### config.mk
export PLATFORM = sky130hd
export DESIGN_NAME = quoted_token_splitter
export DESIGN_NICKNAME = d
export VERILOG_FILES = /design/src/design/qts_pkg.sv /design/src/design/qts_front.sv /design/src/design/qts_queue.sv /design/src/design/qts_back.sv /design/src/design/quoted_token_splitter.sv
export SDC_FILE = /design/constraint.sdc
export NUM_CORES = 1
export LEC_CHECK = 0
export BUFFER_PORTS_ARGS = -buffer_cell sky130_fd_sc_hd__buf_2
export CORE_MARGIN = 2
export CORE_UTILIZATION = 35
export DETAILED_ROUTE_END_ITERATION = 12
export GPL_ROUTABILITY_DRIVEN = 0
export MAX_ROUTING_LAYER = met4
export PLACE_DENSITY = 0.6
export SLEW_MARGIN = 20
export SYNTH_ARGS = -nofsm -noshare
export SYNTH_HDL_FRONTEND = slang
export SYNTH_SLANG_ARGS = --single-unit
### constraint.sdc
create_clock -name clk -period 6.1 [get_ports clk]
set_clock_uncertainty 0.05 [all_clocks]
set_input_delay 1.83 -clock clk [delete_from_list [all_inputs] [get_ports clk]]
set_output_delay 1.83 -clock clk [all_outputs]
set_load 0.01 [all_outputs]
### src/design/qts_pkg.sv
// Shared types and constants for the quoted token splitter.
`timescale 1ns / 1ps
`default_nettype none

package qts_pkg;

  // Character codes that steer the tokenizer.
  localparam logic [7:0] CH_BLANK  = 8'h20;
  localparam logic [7:0] CH_QUOTE  = 8'h22;
  localparam logic [7:0] CH_BSLASH = 8'h5C;

  // Default depth of the queue between the front and back parts.
  localparam int QUEUE_DEPTH_DEFAULT = 4;

  // Work for the back part: up to two token bytes and one control result.
  typedef struct packed {
    logic [7:0] byte0;
    logic [7:0] byte1;
    logic [1:0] nbytes;
    logic       has_ctrl;
    logic       ctrl_end;
    logic       ctrl_done;
  } qts_cmd_t;

endpackage

`default_nettype wire

### src/design/qts_front.sv
// Front part: skip counter, tokenizer state machine and command builder.
`timescale 1ns / 1ps
`default_nettype none

module qts_front
  import qts_pkg::*;
(
  input  wire logic       clk,
  input  wire logic       rst,
  input  wire logic       cfg_wr_en,
  input  wire logic [7:0] cfg_wr_data,
  input  wire logic       in_accept,
  input  wire logic [7:0] line_byte,
  input  wire logic       line_last,
  output qts_cmd_t        cmd,
  output logic            cmd_push
);

  // Parser modes.
  localparam logic [2:0] M_IDLE       = 3'd0;
  localparam logic [2:0] M_PLAIN      = 3'd1;
  localparam logic [2:0] M_QUOTED     = 3'd2;
  localparam logic [2:0] M_PLAIN_ESC  = 3'd3;
  localparam logic [2:0] M_QUOTED_ESC = 3'd4;

  logic [7:0] skip_length;
  logic [2:0] mode;
  logic [2:0] mode_next;
  logic       nonempty;
  logic       nonempty_next;
  logic [7:0] bytes_seen;
  logic [7:0] bytes_seen_next;
  logic       end_flag;
  logic       is_blank;
  logic       is_quote;
  logic       is_bslash;

  assign is_blank  = (line_byte == CH_BLANK);
  assign is_quote  = (line_byte == CH_QUOTE);
  assign is_bslash = (line_byte == CH_BSLASH);

  // Classify the byte and build the results it causes.
  always_comb begin
    mode_next       = mode;
    nonempty_next   = nonempty;
    bytes_seen_next = bytes_seen;
    end_flag        = 1'b0;
    cmd             = '0;

    if (bytes_seen < skip_length) begin
      bytes_seen_next = bytes_seen + 8'd1;
    end else begin
      unique case (mode)
        M_PLAIN: begin
          if (is_blank) begin
            end_flag      = 1'b1;
            nonempty_next = 1'b0;
            mode_next     = M_IDLE;
          end else if (is_bslash) begin
            mode_next = M_PLAIN_ESC;
          end else if (is_quote) begin
            end_flag      = 1'b1;
            nonempty_next = 1'b0;
            mode_next     = M_QUOTED;
          end else begin
            cmd.byte0     = line_byte;
            cmd.nbytes    = 2'd1;
            nonempty_next = 1'b1;
          end
        end
        M_QUOTED: begin
          if (is_bslash) begin
            mode_next = M_QUOTED_ESC;
          end else if (is_quote) begin
            end_flag      = 1'b1;
            nonempty_next = 1'b0;
            mode_next     = M_IDLE;
          end else begin
            cmd.byte0     = line_byte;
            cmd.nbytes    = 2'd1;
            nonempty_next = 1'b1;
          end
        end
        M_PLAIN_ESC: begin
          // An escaped ordinary byte keeps its backslash.
          if (!is_bslash && !is_quote && !is_blank) begin
            cmd.byte0  = CH_BSLASH;
            cmd.byte1  = line_byte;
            cmd.nbytes = 2'd2;
          end else begin
            cmd.byte0  = line_byte;
            cmd.nbytes = 2'd1;
          end
          nonempty_next = 1'b1;
          mode_next     = M_PLAIN;
        end
        M_QUOTED_ESC: begin
          if (!is_bslash && !is_quote) begin
            cmd.byte0  = CH_BSLASH;
            cmd.byte1  = line_byte;
            cmd.nbytes = 2'd2;
          end else begin
            cmd.byte0  = line_byte;
            cmd.nbytes = 2'd1;
          end
          nonempty_next = 1'b1;
          mode_next     = M_QUOTED;
        end
        default: begin
          // Between tokens; unused codes behave the same way.
          if (is_blank) begin
            mode_next = M_IDLE;
          end else if (is_quote) begin
            mode_next = M_QUOTED;
          end else if (is_bslash) begin
            mode_next = M_PLAIN_ESC;
          end else begin
            cmd.byte0     = line_byte;
            cmd.nbytes    = 2'd1;
            nonempty_next = 1'b1;
            mode_next     = M_PLAIN;
          end
        end
      endcase
    end

    // Line end closes a non-empty token and returns to the reset state.
    if (line_last) begin
      cmd.has_ctrl    = 1'b1;
      cmd.ctrl_end    = end_flag | nonempty_next;
      cmd.ctrl_done   = 1'b1;
      mode_next       = M_IDLE;
      nonempty_next   = 1'b0;
      bytes_seen_next = 8'd0;
    end else if (end_flag) begin
      cmd.has_ctrl = 1'b1;
      cmd.ctrl_end = 1'b1;
    end
  end

  assign cmd_push = in_accept && ((cmd.nbytes != 2'd0) || cmd.has_ctrl);

  // Parser state and skip register.
  always_ff @(posedge clk) begin
    if (rst) begin
      skip_length <= 8'd0;
      mode        <= M_IDLE;
      nonempty    <= 1'b0;
      bytes_seen  <= 8'd0;
    end else begin
      if (cfg_wr_en) begin
        skip_length <= cfg_wr_data;
      end
      if (in_accept) begin
        mode       <= mode_next;
        nonempty   <= nonempty_next;
        bytes_seen <= bytes_seen_next;
      end
    end
  end

endmodule

`default_nettype wire

### src/design/qts_queue.sv
// Short command queue between the front and back parts.
`timescale 1ns / 1ps
`default_nettype none

module qts_queue
  import qts_pkg::*;
#(
  parameter int Depth = QUEUE_DEPTH_DEFAULT
) (
  input  wire logic     clk,
  input  wire logic     rst,
  input  wire logic     push,
  input  wire qts_cmd_t push_cmd,
  output logic          full,
  input  wire logic     pop,
  output qts_cmd_t      head,
  output logic          head_valid
);

  localparam int PtrW   = (Depth > 1) ? $clog2(Depth) : 1;
  localparam int CountW = $clog2(Depth + 1);

  qts_cmd_t          entries [Depth];
  logic [PtrW-1:0]   wr_ptr;
  logic [PtrW-1:0]   rd_ptr;
  logic [CountW-1:0] count;

  assign full       = (count == CountW'(Depth));
  assign head_valid = (count != '0);
  assign head       = entries[rd_ptr];

  // Entry storage.
  always_ff @(posedge clk) begin
    if (push) begin
      entries[wr_ptr] <= push_cmd;
    end
  end

  // Pointers and fill count.
  always_ff @(posedge clk) begin
    if (rst) begin
      wr_ptr <= '0;
      rd_ptr <= '0;
      count  <= '0;
    end else begin
      if (push) begin
        wr_ptr <= (wr_ptr == PtrW'(Depth - 1)) ? '0 : wr_ptr + 1'b1;
      end
      if (pop) begin
        rd_ptr <= (rd_ptr == PtrW'(Depth - 1)) ? '0 : rd_ptr + 1'b1;
      end
      if (push && !pop) begin
        count <= count + 1'b1;
      end else if (pop && !push) begin
        count <= count - 1'b1;
      end
    end
  end

endmodule

`default_nettype wire

### src/design/qts_back.sv
// Back part: expands each command into result requests on the output register.
`timescale 1ns / 1ps
`default_nettype none

module qts_back
  import qts_pkg::*;
(
  input  wire logic        clk,
  input  wire logic        rst,
  input  wire qts_cmd_t    head,
  input  wire logic        head_valid,
  output logic             pop,
  output logic             m_tvalid,
  input  wire logic        m_tready,
  output logic [15:0]      m_tdata,
  output logic             m_tuser,
  output logic             m_tlast
);

  logic [1:0] step;
  logic [1:0] total;
  logic       is_final;
  logic       is_byte;
  logic       load;
  logic [7:0] res_byte;

  // Pick the result at the current step of the head command.
  assign total    = head.nbytes + {1'b0, head.has_ctrl};
  assign is_final = (step == total - 2'd1);
  assign is_byte  = (step < head.nbytes);
  assign res_byte = is_byte ? ((step == 2'd0) ? head.byte0 : head.byte1) : 8'd0;
  assign load     = head_valid && (!m_tvalid || m_tready);
  assign pop      = load && is_final;

  // Step counter within the head command, and the output valid flag.
  always_ff @(posedge clk) begin
    if (rst) begin
      step     <= 2'd0;
      m_tvalid <= 1'b0;
    end else begin
      if (load) begin
        step <= is_final ? 2'd0 : step + 2'd1;
      end
      if (load) begin
        m_tvalid <= 1'b1;
      end else if (m_tready) begin
        m_tvalid <= 1'b0;
      end
    end
  end

  // Output register payload.
  always_ff @(posedge clk) begin
    if (load) begin
      m_tdata[7:0]   <= res_byte;
      m_tdata[8]     <= !is_byte && head.ctrl_end;
      m_tdata[9]     <= !is_byte && head.ctrl_done;
      m_tdata[15:10] <= 6'd0;
      m_tuser        <= is_byte;
      m_tlast        <= is_final;
    end
  end

  // A byte result never carries end marks.
  assert property (@(posedge clk) disable iff (rst)
    (m_tvalid && m_tuser) |-> (m_tdata[9:8] == 2'b00))
    else $error("byte result carries an end mark");

  // A control result has a zero byte and at least one mark.
  assert property (@(posedge clk) disable iff (rst)
    (m_tvalid && !m_tuser) |-> ((m_tdata[7:0] == 8'd0) && (m_tdata[9:8] != 2'b00)))
    else $error("malformed control result");

  // The line-done result always ends the run of its input.
  assert property (@(posedge clk) disable iff (rst)
    (m_tvalid && m_tdata[9]) |-> m_tlast)
    else $error("line done without run end");

  // The step counter never walks past the head command.
  assert property (@(posedge clk) disable iff (rst)
    head_valid |-> (step < total))
    else $error("step beyond command length");

endmodule

`default_nettype wire

### src/design/quoted_token_splitter.sv
// Top level of the quoted token splitter: front, queue and back parts.
//
// Usage: the slave stream takes one byte of a reply line per request, in
// s_tdata, with s_tlast on the final byte. The first skip_length bytes of
// each line are dropped; the rest is split into tokens on blanks, with
// double quotes and backslash escapes. The master stream gives one result
// per request: a token byte (m_tuser high) or a control result carrying
// token end and line done marks. m_tlast marks the last result of a byte.
// skip_length is written through cfg_wr_en and cfg_wr_data; the user must
// write it only while idle, the block does not enforce this. Results pass
// through the command queue, then the output register. Throughput: one byte
// per cycle while each byte causes at most one result; the back part emits
// one result per cycle, so a byte with two or three results holds the
// output for each of them, and the command queue of QueueDepth entries
// absorbs the difference before s_tready falls. Reset clears the queue,
// m_tvalid, parser state and skip_length. When m_tready is low the result
// holds, the queue fills, then s_tready drops until the receiver drains it.
`timescale 1ns / 1ps
`default_nettype none

module quoted_token_splitter
  import qts_pkg::*;
#(
  parameter int QueueDepth = QUEUE_DEPTH_DEFAULT
) (
  input  wire logic        clk,
  input  wire logic        rst,
  input  wire logic        cfg_wr_en,
  input  wire logic [7:0]  cfg_wr_data,
  input  wire logic        s_tvalid,
  output logic             s_tready,
  input  wire logic [7:0]  s_tdata,   // [7:0] line_byte
  input  wire logic        s_tlast,   // line_last
  output logic             m_tvalid,
  input  wire logic        m_tready,
  output logic [15:0]      m_tdata,   // [7:0] token_byte, [8] token_end, [9] line_done
  output logic             m_tuser,   // byte_valid
  output logic             m_tlast    // run_last
);

  qts_cmd_t cmd;
  qts_cmd_t head;
  logic     cmd_push;
  logic     full;
  logic     head_valid;
  logic     pop;
  logic     in_accept;

  assign s_tready  = !full;
  assign in_accept = s_tvalid && s_tready;

  // Tokenizer front.
  qts_front u_front (
    .clk         (clk),
    .rst         (rst),
    .cfg_wr_en   (cfg_wr_en),
    .cfg_wr_data (cfg_wr_data),
    .in_accept   (in_accept),
    .line_byte   (s_tdata),
    .line_last   (s_tlast),
    .cmd         (cmd),
    .cmd_push    (cmd_push)
  );

  // Command queue.
  qts_queue #(
    .Depth (QueueDepth)
  ) u_queue (
    .clk        (clk),
    .rst        (rst),
    .push       (cmd_push),
    .push_cmd   (cmd),
    .full       (full),
    .pop        (pop),
    .head       (head),
    .head_valid (head_valid)
  );

  // Result emitter.
  qts_back u_back (
    .clk        (clk),
    .rst        (rst),
    .head       (head),
    .head_valid (head_valid),
    .pop        (pop),
    .m_tvalid   (m_tvalid),
    .m_tready   (m_tready),
    .m_tdata    (m_tdata),
    .m_tuser    (m_tuser),
    .m_tlast    (m_tlast)
  );

endmodule

`default_nettype wire

==> results.txt, run 1 <==
----------------------------------------------------
[Setup path]
  Slowest cell on the critical path ... or4_4
  Largest fanout on the critical path ... 7
  Number of buffers and inverters on the critical path ... 3
  Category of the critical setup timing path ... in2reg
  Cell type with the highest occurrence count on the critical path ... inv_1
  Kind of capture point of the worst setup path ... register
  Worst setup path start ... s_tdata[3]
  Arrival time at the worst endpoint ... 4.92 ns
  Family with the most delay on the worst path ... compound AO/OA/AOI/OAI gates
  Biggest cell delay along the critical path ... about 0.54 ns
  Setup crit start kind ... input port
  Required arrival time at the worst endpoint ... 6.40 ns
  Cell breakdown of the critical path ... buf_2 > or4_4 > a211oi_1 > nand2_1 > o21bai_1 > a22oi_4 > inv_1 > ha_1 > inv_1 > fa_1 > xor2_1 > or3_1 > a21oi_1

[Drt]
  Post-detailed-route count of antenna-violating nets ... 0
  Average wire per standard cell ... 16.2 um
  Via density per instance ... 4.91
  Final wirelength ... 11.1 mm
  Detailed-routing iteration count for the pre-antenna-repair pass ... 5
  Total vias in the final route ... 3385
  Detailed router's first-iteration violation count ... 230
  Number of remaining DRC errors ... 0

[Synth]
  Synth area leaders ... edfxtp_1 (50%), dfxtp_1 (11%), mux4_2 (8.3%)
  Average size of a mapped cell ... 13.7 sq um
  Yosys synthesis warning count ... 0
  Part of the Yosys area used for sequential elements ... just over 60%
  Post-synthesis register bit count ... 128
  Number of unique standard cell types used by synthesis ... 48
  Area share of the largest cell type after synthesis ... 50.3%
  Most common flop cell mapped by yosys ... edfxtp_1
  Combined area of all synthesized cells ... approximately 5700 sq um
  Share of synthesized registers carrying an async set or reset ... 0%
  Number of flops mapped to enable cells by yosys ... 96
  Count of mapped cells out of synthesis ... around 420
  Post-synthesis cell type with the largest combined area ... edfxtp_1

[STA]
  Worst-Margin Slew ... 0.800 ns
  Hold Violations, Final ... 0
  Total negative slack ... 0 ns
  Slew Limit Fails ... 0
  Highest clock frequency the design can meet ... between 200 and 250 MHz
  Unrepaired setup endpoints after global routing ... no
  Post-layout min period ... 4.63 ns
  Worst hold slack across all endpoints ... 0.416 ns
  Worst slew slack as a fraction of its limit ... around 47%
  Fraction of the cycle the final worst path needs ... 75.8%
  Number of setup violations in the final report ... 0
  Slack of the critical path ... 1.47 ns

[Placement]
  Number of I/O port buffers ... 35
  Cell area after placement ... a little over 6000 sq um
  DP Worst Slack ... 1.07 ns
  Detailed placer's ending HPWL ... 7.29 mm

[GRT]
  GR Overflow Total ... 0
  Largest net degree at the start of global routing ... 31
  First-pass GRT wire length ... 18.5 mm
  Vias in the first global route ... 3439
  Total routing usage reported by global routing ... between 10% and 20%
  Antenna violations before repair ... 0

[Final layout]
  Count of fill cells added during filler insertion ... 1472
  Fraction of final layout cells sized beyond drive strength 1 ... 20.9%
  Number of antenna cells inserted ... 0
  Layout-stage area growth over the synthesis result ... 17.3%
  Post-layout nets ... 501
  Design area ... 6720 sq um

[Pwr]
  Peak supply drop ... about 0.20 mV
  Total design power ... 2.83 mW
  Leakage power total ... about 2.5 nW
  Cell area power density ... 421 nW/um^2

[Floorplan]
  Floorplan core area ... 15900 sq um
  Num ports ... 42
  Horizontal extent of the die ... 132 um
  Die height ... 132 um
  Die area ... 17400 sq um
  Initial core utilization ... 35.9%
  Rows ... 46

[Flow run]
  Number of max-capacitance violations reported ... 0

[Clock network]
  Number of gates resized after cts ... 0
  Cell at the root of the clock tree ... clkbuf_16
  Clock buffers created by TritonCTS ... 17
  Hold-fix buffer count after cts ... 0
  Number of clock sinks ... 128
  Clock tree from TritonCTS ... yes
  H-tree depth ... 4
  CTS clk-pin slew, worst paths ... around 0.060 ns
  Skew-Pair Late Insertion Delay ... 0.42 ns
  Number of setup buffers added after CTS ... 0
  Max Root-Sink Buffers ... 2

[Outcome]
  Result of the run ... complete, no violations

[Worst hold path]
  Hold path startpoint ... u_back.m_tvalid
  Worst Hold Class ... reg2reg

----------------------------------------------------
-- synth_stat cells (2+ instances only) --
master / count
dfxtp_1: 32
mux4_2: 21
o2111ai_1: 3
clkbuf_1: 11
xnor2_1: 5
a211oi_1: 3
a21o_1: 3
nor2b_1: 9
o21ai_0: 11
buf_2: 4
nor3_1: 7
ha_1: 17
nand2_1: 16
o221ai_1: 2
o21ai_2: 2
o22ai_1: 2
or3_1: 4
mux2i_1: 20
nand4_1: 3
nand2b_1: 8
nor2_1: 44
a21oi_1: 18
inv_1: 21
o211ai_1: 3
xor2_1: 6
or3b_1: 2
and2_1: 15
o21a_1: 6
buf_4: 6
edfxtp_1: 96
-- cell usage in the layout, fill, tap and decap left out, types with 4 or more instances in the layout --
cell | Yosys | layout
a21oi_1 | 18 | 18
and2_1 | 15 | 15
buf_2 | 4 | 35
buf_4 | 6 | 6
clkbuf_16 | 0 | 17
conb_1 | 1 | 6
dfxtp_1 | 32 | 31
edfxtp_1 | 96 | 96
ha_1 | 17 | 17
inv_1 | 21 | 21
mux2i_1 | 20 | 20
mux4_2 | 21 | 21
nand2_1 | 16 | 16
nand2b_1 | 8 | 8
nor2_1 | 44 | 44
nor2b_1 | 9 | 9
nor3_1 | 7 | 7
o21a_1 | 6 | 6
o21ai_0 | 11 | 11
or3_1 | 4 | 4
xnor2_1 | 5 | 5
xor2_1 | 6 | 6
-- state kept, by name (all words and copies together) (netlist names), named ones only --
register and cells:
u_queue.rd_ptr 2, u_front.bytes_seen 8, u_front.skip_length 8, u_queue.count 3
u_back.m_tlast 1, u_front.nonempty 1, u_queue.entries 84, u_queue.wr_ptr 2
u_back.step 2, u_back.m_tdata 10, u_back.m_tuser 1, u_front.mode 3
u_back.m_tvalid 1
-- cell type report --
| class | count | area, sq um | share of cell area, % |
|---|---|---|---|
| Timing Repair Buffer | 41 | 220 | 3.28 |
| Tap cell | 216 | 270 | 4.02 |
| Sequential cell | 128 | 3520 | 52.5 |
| Multi-Input combinational cell | 252 | 2030 | 30.3 |
| Clock inverter | 14 | 166 | 2.48 |
| Inverter | 21 | 78.8 | 1.17 |
| Clock buffer | 17 | 425 | 6.33 |
-- worst register-to-register path, stage by stage, from the launching register on --
cell     delay (ns)
dfxtp_1        0.31
buf_4          0.38
mux4_2         0.59
inv_1          0.07
ha_1           0.15
xnor2_1        0.13
xnor2_1        0.14
nor2_1         0.10
nand2_1        0.16
ha_1           0.22
inv_1          0.07
fa_1           0.42
xor2_1         0.17
or3_1          0.33
a21oi_1        0.14
-- logic make-up (layout without fill, tap and decap cells) --
logic type / Yosys count / count (layout) / synth area share, %
AO/OA/AOI/OAI: 60 / 60 / 7.30
XOR/XNOR: 11 / 11 / 1.68
adder cells (fa/ha/maj): 18 / 18 / 4.06
buffers and inverters: 43 / 93 / 3.30
flip-flops: 128 / 128 / 61.5
multiplexers: 42 / 42 / 12.0
other: 1 / 6 / 0.0655
AND/OR/NAND/NOR: 115 / 115 / 10.1
-- where the power goes --
group	total [mW]	leakage [nW]	switching, mW	internal [mW]
clock	1.02	0.283	0.378	0.639
combinational	0.671	1.04	0.378	0.293
sequential	1.14	1.16	0.0492	1.09
-- metal layers --
| metal | global-route usage [%] | share of wire (%) | wire, um | up-vias |
|---|---|---|---|---|
| met2 | 21.9 | 49 | 5440 | 73 |
| met4 | 5.25 | 1.1 | 126 | 0 |
| met5 | - | 0 | 0 | - |
| met3 | 3.92 | 4.3 | 481 | 13 |
| met1 | 17.8 | 46 | 5100 | 1670 |
| li1 | - | - | - | 1629 |
-- final timing paths --
kind,slack (ns),cells past startpoint,endpoint
worst max-delay path,1.47,13,u_queue.count[2]
worst min-delay path,0.42,2,u_back.m_tvalid
worst max register to register,2.58,14,u_queue.count[2]
worst min register to register,0.42,2,u_back.m_tvalid
-- per-stage QoR --
| stage | util, % | instances |
|---|---|---|
| after detailed placement | 38.4 | 658 |
| after global routing | 42.1 | 689 |
| after global placement | 38.4 | 658 |
| final | 42.1 | 689 |
| after CTS | 42.1 | 689 |
| after floorplan | - | 423 |
(Power assumes the default switching activity.)
==> run 2: changes to the inputs <==
Clock period 6.1 ns to 4.3 ns, I/O delays scaled along.
==> run 2 against run 1 <==
Clock power grew 41%. Utilization increased by 0.73 points. Non-clock buffer count rose by 8. Worst hold slack improved by 0.0068 ns. Critical path depth is the same. Largest cell class unchanged. Largest power group unchanged.
==> results.txt, run 2 (synthesis results as in run 1) <==
----------------------------------------------------
[Setup path]
  Worst setup endpoint ... u_queue.count[2] (unchanged)
  Family with the most delay on the worst path ... simple AND/OR/NAND/NOR gates (was compound AO/OA/AOI/OAI gates)
  Required arrival time at the worst endpoint ... 4.60 ns (was 6.40 ns)
  Number of buffers and inverters on the critical path ... 3 (unchanged)
  Slowest cell on the critical path ... or4_4 (unchanged)
  Category of the critical setup timing path ... in2reg (unchanged)
  Arrival time at the worst endpoint ... 4.19 ns (was 4.92 ns)
  Path length in cells of the critical path ... 13 (unchanged)
  Worst setup path start ... s_tdata[0] (was s_tdata[3])
  Depth of the most critical reg-to-reg path ... 11 (was 14)
  Worst flop-to-flop path endpoint ... u_queue.count[2] (unchanged)
  Cell type with the highest occurrence count on the critical path ... inv_1 (unchanged)
  Kind of capture point of the worst setup path ... register (unchanged)
  Cell breakdown of the critical path ... buf_2 > or4_4 > a211oi_1 > nand2_1 > o21bai_1 > a22oi_4 > inv_1 > ha_1 > inv_1 > fa_1 > xor2_1 > or3_1 > a21oi_1 (unchanged)
  Setup crit start kind ... input port (unchanged)
  Worst R2R Setup Slack ... 1.00 ns (was 2.58 ns)
  Largest fanout on the critical path ... 4 (was 7)
  Biggest cell delay along the critical path ... 0.54 ns (about the same)

[Clock network]
  Cell at the root of the clock tree ... clkbuf_16 (unchanged)
  H-tree depth ... 4 (unchanged)
  Number of setup buffers added after CTS ... 0 (unchanged)
  Max Root-Sink Buffers ... 2 (unchanged)
  Clock tree from TritonCTS ... yes (unchanged)
  Clock buffers created by TritonCTS ... 17 (unchanged)
  CTS clk-pin slew, worst paths ... 0.06 ns (about the same)
  Number of clock sinks ... 128 (unchanged)
  Number of gates resized after cts ... 0 (unchanged)
  Skew-Pair Late Insertion Delay ... 0.42 ns (about the same)
  Hold-fix buffer count after cts ... 0 (unchanged)

[Drt]
  Detailed-routing iteration count for the pre-antenna-repair pass ... 5 (unchanged)
  Detailed router's first-iteration violation count ... 228 (was 230)
  Post-detailed-route count of antenna-violating nets ... 0 (unchanged)
  Final wirelength ... 11.1 mm (about the same)
  Total vias in the final route ... 3403 (was 3385)
  Via density per instance ... 4.88 (was 4.91)
  Number of remaining DRC errors ... 0 (unchanged)
  Average wire per standard cell ... 15.8 um (was 16.2 um)

[STA]
  Slew Limit Fails ... 0 (unchanged)
  Worst hold slack across all endpoints ... 0.423 ns (was 0.416 ns)
  Fraction of the cycle the final worst path needs ... 90.6%
  Unrepaired setup endpoints after global routing ... no (unchanged)
  Slack of the critical path ... 0.402 ns (was 1.47 ns)
  Number of setup violations in the final report ... 0 (unchanged)
  Worst-Margin Slew ... 0.651 ns (was 0.800 ns)
  Post-layout min period ... 3.90 ns
  Highest clock frequency the design can meet ... 257 MHz
  Hold Violations, Final ... 0 (unchanged)
  Total negative slack ... 0 ns (unchanged)
  Worst slew slack as a fraction of its limit ... 56.6% (was 46.6%)

[Floorplan]
  Die height ... 132 um (unchanged)
  Horizontal extent of the die ... 132 um (unchanged)
  Die area ... 17400 sq um (unchanged)
  Rows ... 46 (unchanged)
  Num ports ... 42 (unchanged)
  Initial core utilization ... 35.9% (unchanged)
  Floorplan core area ... 15900 sq um (unchanged)

[Final layout]
  Count of fill cells added during filler insertion ... 1450 (was 1472)
  Layout-stage area growth over the synthesis result ... 19.4% (was 17.3%)
  Design area ... 6840 sq um (was 6720 sq um)
  Most used cells in the layout excluding fill and tap cells ... edfxtp_1 (96), nor2_1 (44), buf_2 (35), dfxtp_1 (32) (was edfxtp_1 (96), nor2_1 (44), buf_2 (35), dfxtp_1 (31))
  Fraction of final layout cells sized beyond drive strength 1 ... 22.4% (was 20.9%)
  Flip-flop count of the largest register after layout ... 84 (unchanged)
  Number of antenna cells inserted ... 0 (unchanged)
  Most common library cell in the layout ignoring fill and taps ... edfxtp_1 (unchanged)
  Register with the highest flop count ... u_queue.entries (unchanged)
  Regs by FF count ... u_queue.entries x84, u_back.m_tdata x10 (unchanged)
  Post-layout nets ... 509 (was 501)

[GRT]
  Antenna violations before repair ... 0 (unchanged)
  GR Overflow Total ... 0 (unchanged)
  Largest net degree at the start of global routing ... 31 (unchanged)
  Total routing usage reported by global routing ... 14.2% (about the same)
  Vias in the first global route ... 3603 (was 3439)
  First-pass GRT wire length ... 18.4 mm (was 18.5 mm)

[Outcome]
  Result of the run ... complete, no violations (unchanged)

[Flow run]
  Number of max-capacitance violations reported ... 0 (unchanged)

[Placement]
  Detailed placer's ending HPWL ... 7.26 mm (was 7.29 mm)
  Cell area after placement ... 6240 sq um (was 6130 sq um)
  Number of I/O port buffers ... 35 (unchanged)
  DP Worst Slack ... 0.0208 ns (was 1.07 ns)

[Pwr]
  Cell area power density ... 591 nW/um^2 (was 421 nW/um^2)
  Peak supply drop ... 0.302 mV (was 0.198 mV)
  Leakage power total ... 2.55 nW (was 2.49 nW)

[Worst hold path]
  Worst Hold Class ... reg2reg (unchanged)
  Hold path startpoint ... u_back.m_tvalid (unchanged)

----------------------------------------------------
-- run 2: changes by cell type in the layout (fill, tap and decap cells not counted), sizes merged --
cell / previous run / this run
inv: 23 / 27
clkinvlp: 3 / 1
buf: 41 / 49
bufinv: 3 / 2
-- run 2: power breakdown --
group / leakage, nW / internal, mW / switching, mW
registers: 1.16 / 1.55 / 0.0669
clock network: 0.293 / 0.870 / 0.571
logic: 1.09 / 0.440 / 0.545
total: 2.55 / 2.86 / 1.18
-- run 2: stage by stage --
step / util [%] / power, mW / instances
6_report: 42.9 / 4.04 / 698
5_1_grt: 42.9 / 4.27 / 698
4_1_cts: 42.9 / 4.10 / 698
3_5_place_dp: 39.1 / 2.65 / 666
3_3_place_gp: 39.1 / 2.62 / 666
2_1_floorplan: - / 2.35 / 423
-- run 2: worst min path at each step --
stage	end	cells after the start
finish	u_back.m_tvalid	2
global route	u_back.m_tvalid	2
CTS	u_back.m_tvalid	2
detailed placement	u_back.m_tvalid	2
global placement	u_back.m_tvalid	2
floorplan	u_front.skip_length[0]	2
-- run 2: worst min-delay path, stage by stage, from the launching register on --
cell	delay [ns]
dfxtp_1	0.32
nand2_1	0.06
a21oi_1	0.05
-- run 2: area by class of cell --
cell class | count | area (sq um) | area share, %
Sequential cell | 128 | 3520 | 51.5
Timing Repair Buffer | 49 | 330 | 4.83
Inverter | 21 | 78.8 | 1.15
Multi-Input combinational cell | 252 | 2030 | 29.7
Clock buffer | 17 | 425 | 6.22
Tap cell | 216 | 270 | 3.95
Clock inverter | 15 | 174 | 2.54
-- run 2: routing by layer --
layer / wire length (um) / part of all wire [%] / global-route usage [%]
met1: 4970 / 45 / 16.7
met4: 241 / 2.2 / 5.43
met3: 442 / 4.0 / 4.73
met2: 5410 / 49 / 22.7
met5: 0 / 0 / -
==> run 3: changes to the inputs <==
Settings changed: ABC_AREA from default to 1.
==> run 3 against run 2 <==
Via count is 22% higher. Utilization down 1.0 points. Cell area increased by 0.82%. Critical path depth up 6. Worst setup slack improved by 0.59 ns. Worst hold slack got worse by 0.0084 ns. Area after synthesis is 2.5% higher. Register-to-register slack gained 0.02 ns. Highest routed layer unchanged.
==> results.txt, run 3 <==
----------------------------------------------------
[Drt]
  Via density per instance ... 4.80 (was 4.88)
  Post-detailed-route count of antenna-violating nets ... 0 (unchanged)
  Number of remaining DRC errors ... 0 (unchanged)
  Final wirelength ... 12.6 mm (was 11.1 mm)
  Average wire per standard cell ... 14.5 um (was 15.8 um)
  Detailed router's first-iteration violation count ... 252 (was 228)
  Total vias in the final route ... 4153 (was 3403)
  Detailed-routing iteration count for the pre-antenna-repair pass ... 4 (was 5)

[GRT]
  Total routing usage reported by global routing ... 15.4% (was 14.2%)
  First-pass GRT wire length ... 20.4 mm (was 18.4 mm)
  GR Overflow Total ... 0 (unchanged)
  Vias in the first global route ... 4015 (was 3603)
  Antenna violations before repair ... 0 (unchanged)
  Largest net degree at the start of global routing ... 43 (was 31)

[Placement]
  Detailed placer's ending HPWL ... 8.25 mm (was 7.26 mm)
  DP Worst Slack ... 0.566 ns (was 0.0208 ns)
  Number of I/O port buffers ... 35 (unchanged)

[Final layout]
  Count of fill cells added during filler insertion ... 1603 (was 1450)
  Most used cells in the layout excluding fill and tap cells ... edfxtp_1 (96), nand2_1 (83), nor2_1 (76), inv_1 (59), o21ai_0 (51) (was edfxtp_1 (96), nor2_1 (44), buf_2 (35), dfxtp_1 (32))
  Most common library cell in the layout ignoring fill and taps ... edfxtp_1 (unchanged)
  Layout-stage area growth over the synthesis result ... 17.4% (was 19.4%)
  Sequential cell area ... 3520 sq um (unchanged)
  Flip-flop count of the largest register after layout ... 84 (unchanged)
  Fraction of final layout cells sized beyond drive strength 1 ... 16.3% (was 22.4%)
  Regs by FF count ... u_queue.entries x84, u_back.m_tdata x10 (unchanged)
  Area taken by multi-input logic gates ... 1980 sq um (was 2030 sq um)
  Register with the highest flop count ... u_queue.entries (unchanged)
  Number of antenna cells inserted ... 0 (unchanged)
  Post-layout nets ... 672 (was 509)

[Clock network]
  Number of gates resized after cts ... 0 (unchanged)
  Hold-fix buffer count after cts ... 0 (unchanged)
  CTS clk-pin slew, worst paths ... 0.05 ns (was 0.06 ns)
  Number of clock sinks ... 128 (unchanged)
  H-tree depth ... 4 (unchanged)
  Max Root-Sink Buffers ... 2 (unchanged)
  Clock buffers created by TritonCTS ... 17 (unchanged)
  Cell at the root of the clock tree ... clkbuf_16 (unchanged)
  Skew-Pair Late Insertion Delay ... 0.42 ns (about the same)
  Clock tree from TritonCTS ... yes (unchanged)
  Number of setup buffers added after CTS ... 0 (unchanged)

[Floorplan]
  Die height ... 133 um (was 132 um)
  Horizontal extent of the die ... 133 um (was 132 um)
  Floorplan core area ... 16500 sq um (was 15900 sq um)
  Rows ... 47 (was 46)
  Num ports ... 42 (unchanged)
  Initial core utilization ... 35.6% (was 35.9%)
  Die area ... 17800 sq um (was 17400 sq um)

[Setup path]
  Category of the critical setup timing path ... in2reg (unchanged)
  Depth of the most critical reg-to-reg path ... 16 (was 11)
  Kind of capture point of the worst setup path ... register (unchanged)
  Cell type with the highest occurrence count on the critical path ... inv_1 (unchanged)
  Required arrival time at the worst endpoint ... 4.55 ns (was 4.60 ns)
  Biggest cell delay along the critical path ... 0.44 ns (was 0.54 ns)
  Worst flop-to-flop path endpoint ... u_queue.count[2] (unchanged)
  Cell breakdown of the critical path ... buf_2 > inv_1 > nand2_2 > nor2_2 > nand3_2 > o21ai_1 > nand2_1 > nand2_4 > nor2_4 > nand2_2 > nand2_4 > inv_1 > ha_1 > inv_1 > fa_1 > a21oi_1 > o21ai_0 > o21ai_0 > a21oi_1 (was buf_2 > or4_4 > a211oi_1 > nand2_1 > o21bai_1 > a22oi_4 > inv_1 > ha_1 > inv_1 > fa_1 > xor2_1 > or3_1 > a21oi_1)
  Setup crit start kind ... input port (unchanged)
  Largest fanout on the critical path ... 9 (was 4)
  Arrival time at the worst endpoint ... 3.56 ns (was 4.19 ns)
  Slowest cell on the critical path ... fa_1 (was or4_4)
  Worst R2R Setup Slack ... 1.02 ns (was 1.00 ns)

[Outcome]
  Result of the run ... complete, no violations (unchanged)

[STA]
  Number of setup violations in the final report ... 0 (unchanged)
  Hold Violations, Final ... 0 (unchanged)
  Post-layout min period ... 3.31 ns (was 3.90 ns)
  Highest clock frequency the design can meet ... 302 MHz (was 257 MHz)
  Slack of the critical path ... 0.989 ns (was 0.402 ns)
  Worst slew slack as a fraction of its limit ... 49.5% (was 56.6%)
  Total negative slack ... 0 ns (unchanged)
  Unrepaired setup endpoints after global routing ... no (unchanged)
  Worst hold slack across all endpoints ... 0.415 ns (was 0.423 ns)
  Fraction of the cycle the final worst path needs ... 77.0% (was 90.6%)
  Worst-Margin Slew ... 0.752 ns (was 0.651 ns)
  Slew Limit Fails ... 0 (unchanged)

[Synth]
  Number of unique standard cell types used by synthesis ... 39 (was 48)
  Number of flops mapped to enable cells by yosys ... 96 (unchanged)
  Share of synthesized registers carrying an async set or reset ... 0% (unchanged)
  Most common flop cell mapped by yosys ... edfxtp_1 (unchanged)
  Part of the Yosys area used for sequential elements ... 60.0% (was 61.5%)
  Area share of the largest cell type after synthesis ... 49.1% (was 50.3%)
  Post-synthesis register bit count ... 128 (unchanged)
  Combined area of all synthesized cells ... 5870 sq um (was 5730 sq um)
  Count of mapped cells out of synthesis ... 588 (was 418)
  Yosys synthesis warning count ... 0 (unchanged)
  Commonest cells post-synth ... edfxtp_1 (96), nand2_1 (83), nor2_1 (76) (was edfxtp_1 (96), nor2_1 (44), dfxtp_1 (32))
  Synth area leaders ... edfxtp_1 (49%), dfxtp_1 (11%), nand2_1 (5.3%) (was edfxtp_1 (50%), dfxtp_1 (11%), mux4_2 (8.3%))
  Average size of a mapped cell ... 9.98 sq um (was 13.7 sq um)
  Post-synthesis cell type with the largest combined area ... edfxtp_1 (unchanged)
  Most common cell in the netlist ... edfxtp_1 (unchanged)

[Worst hold path]
  Hold path startpoint ... u_front.skip_length[2] (was u_back.m_tvalid)
  Hold Crit Endpoint ... u_front.skip_length[2] (was u_back.m_tvalid)
  Min-Delay Path Depth ... 2 (unchanged)
  Worst Hold Class ... reg2reg (unchanged)

[Pwr]
  Leakage power total ... 2.83 nW (was 2.55 nW)
  Peak supply drop ... 0.272 mV (was 0.302 mV)
  Cell area power density ... 564 nW/um^2 (was 591 nW/um^2)

[Flow run]
  Number of max-capacitance violations reported ... 0 (unchanged)

----------------------------------------------------
## run 3: changes by cell type after synthesis, sizes merged, moves of 21 or more
cell,delta
inv,+49
o21ai,+45
nand2,+77
nor2,+38
a21oi,+24
mux4,-21
nand3,+24
## run 3: cell type report
class	instances	share of cell area, %
Sequential cell	128	51.1
Multi-Input combinational cell	371	28.8
Clock buffer	20	6.34
Tap cell	220	3.99
Inverter	70	3.85
Timing Repair Buffer	44	3.52
Clock inverter	12	2.41
## run 3: metal layers
metal	up-vias	global-route usage [%]	part of all wire, %
met4	0	5.97	1.6
met5	-	-	0
met1	1965	19.3	45
li1	2076	-	-
met3	16	3.88	5.0
met2	96	24.1	49
## run 3: logic make-up (layout without fill, tap and decap cells)
group                    Yosys count  in the layout  synth area share [%]
AO/OA/AOI/OAI                    123            123                  11.1
XOR/XNOR                           7              7                  1.04
adder cells (fa/ha/maj)           18             18                  3.96
other                              1              6                0.0639
buffers and inverters             94            146                  6.63
AND/OR/NAND/NOR                  217            217                  17.1
flip-flops                       128            128                  60.0
## run 3: how the worst max path moves through the flow
stage                from                to  slack [ns]  cells past startpoint
2_1_floorplan    m_tready  u_queue.count[1]        0.75                      8
3_3_place_gp   s_tdata[4]  u_queue.count[2]        0.65                     19
3_5_place_dp   s_tdata[4]  u_queue.count[2]        0.57                     19
4_1_cts        s_tdata[4]  u_queue.count[2]         1.0                     19
5_1_grt        s_tdata[4]  u_queue.count[2]        0.72                     19
6_report       s_tdata[4]  u_queue.count[2]        0.99                     19
## run 3: critical path, delay by kind of cell
family	cells	cell delay, ns
AOI/OAI and AO/OA	5	0.67
adders and majority gates	2	0.57
buffers and inverters	4	0.33
and+or+nand+nor	8	0.69
## run 3: metrics by stage
step           util (%)  area [sq um]  cells  power [mW]
2_1_floorplan         -          5890    593        2.17
3_3_place_gp       38.2          6290    833        2.43
3_5_place_dp       38.2          6290    833        2.46
4_1_cts            41.9          6890    865        3.93
5_1_grt            41.9          6890    865        4.09
6_report           41.9          6890    865        3.89
## run 3: where the power goes
| part | internal (mW) | switching, mW | total (mW) |
|---|---|---|---|
| registers | 1.52 | 0.0481 | 1.57 |
| logic | 0.272 | 0.583 | 0.855 |
| clock network | 0.961 | 0.503 | 1.46 |
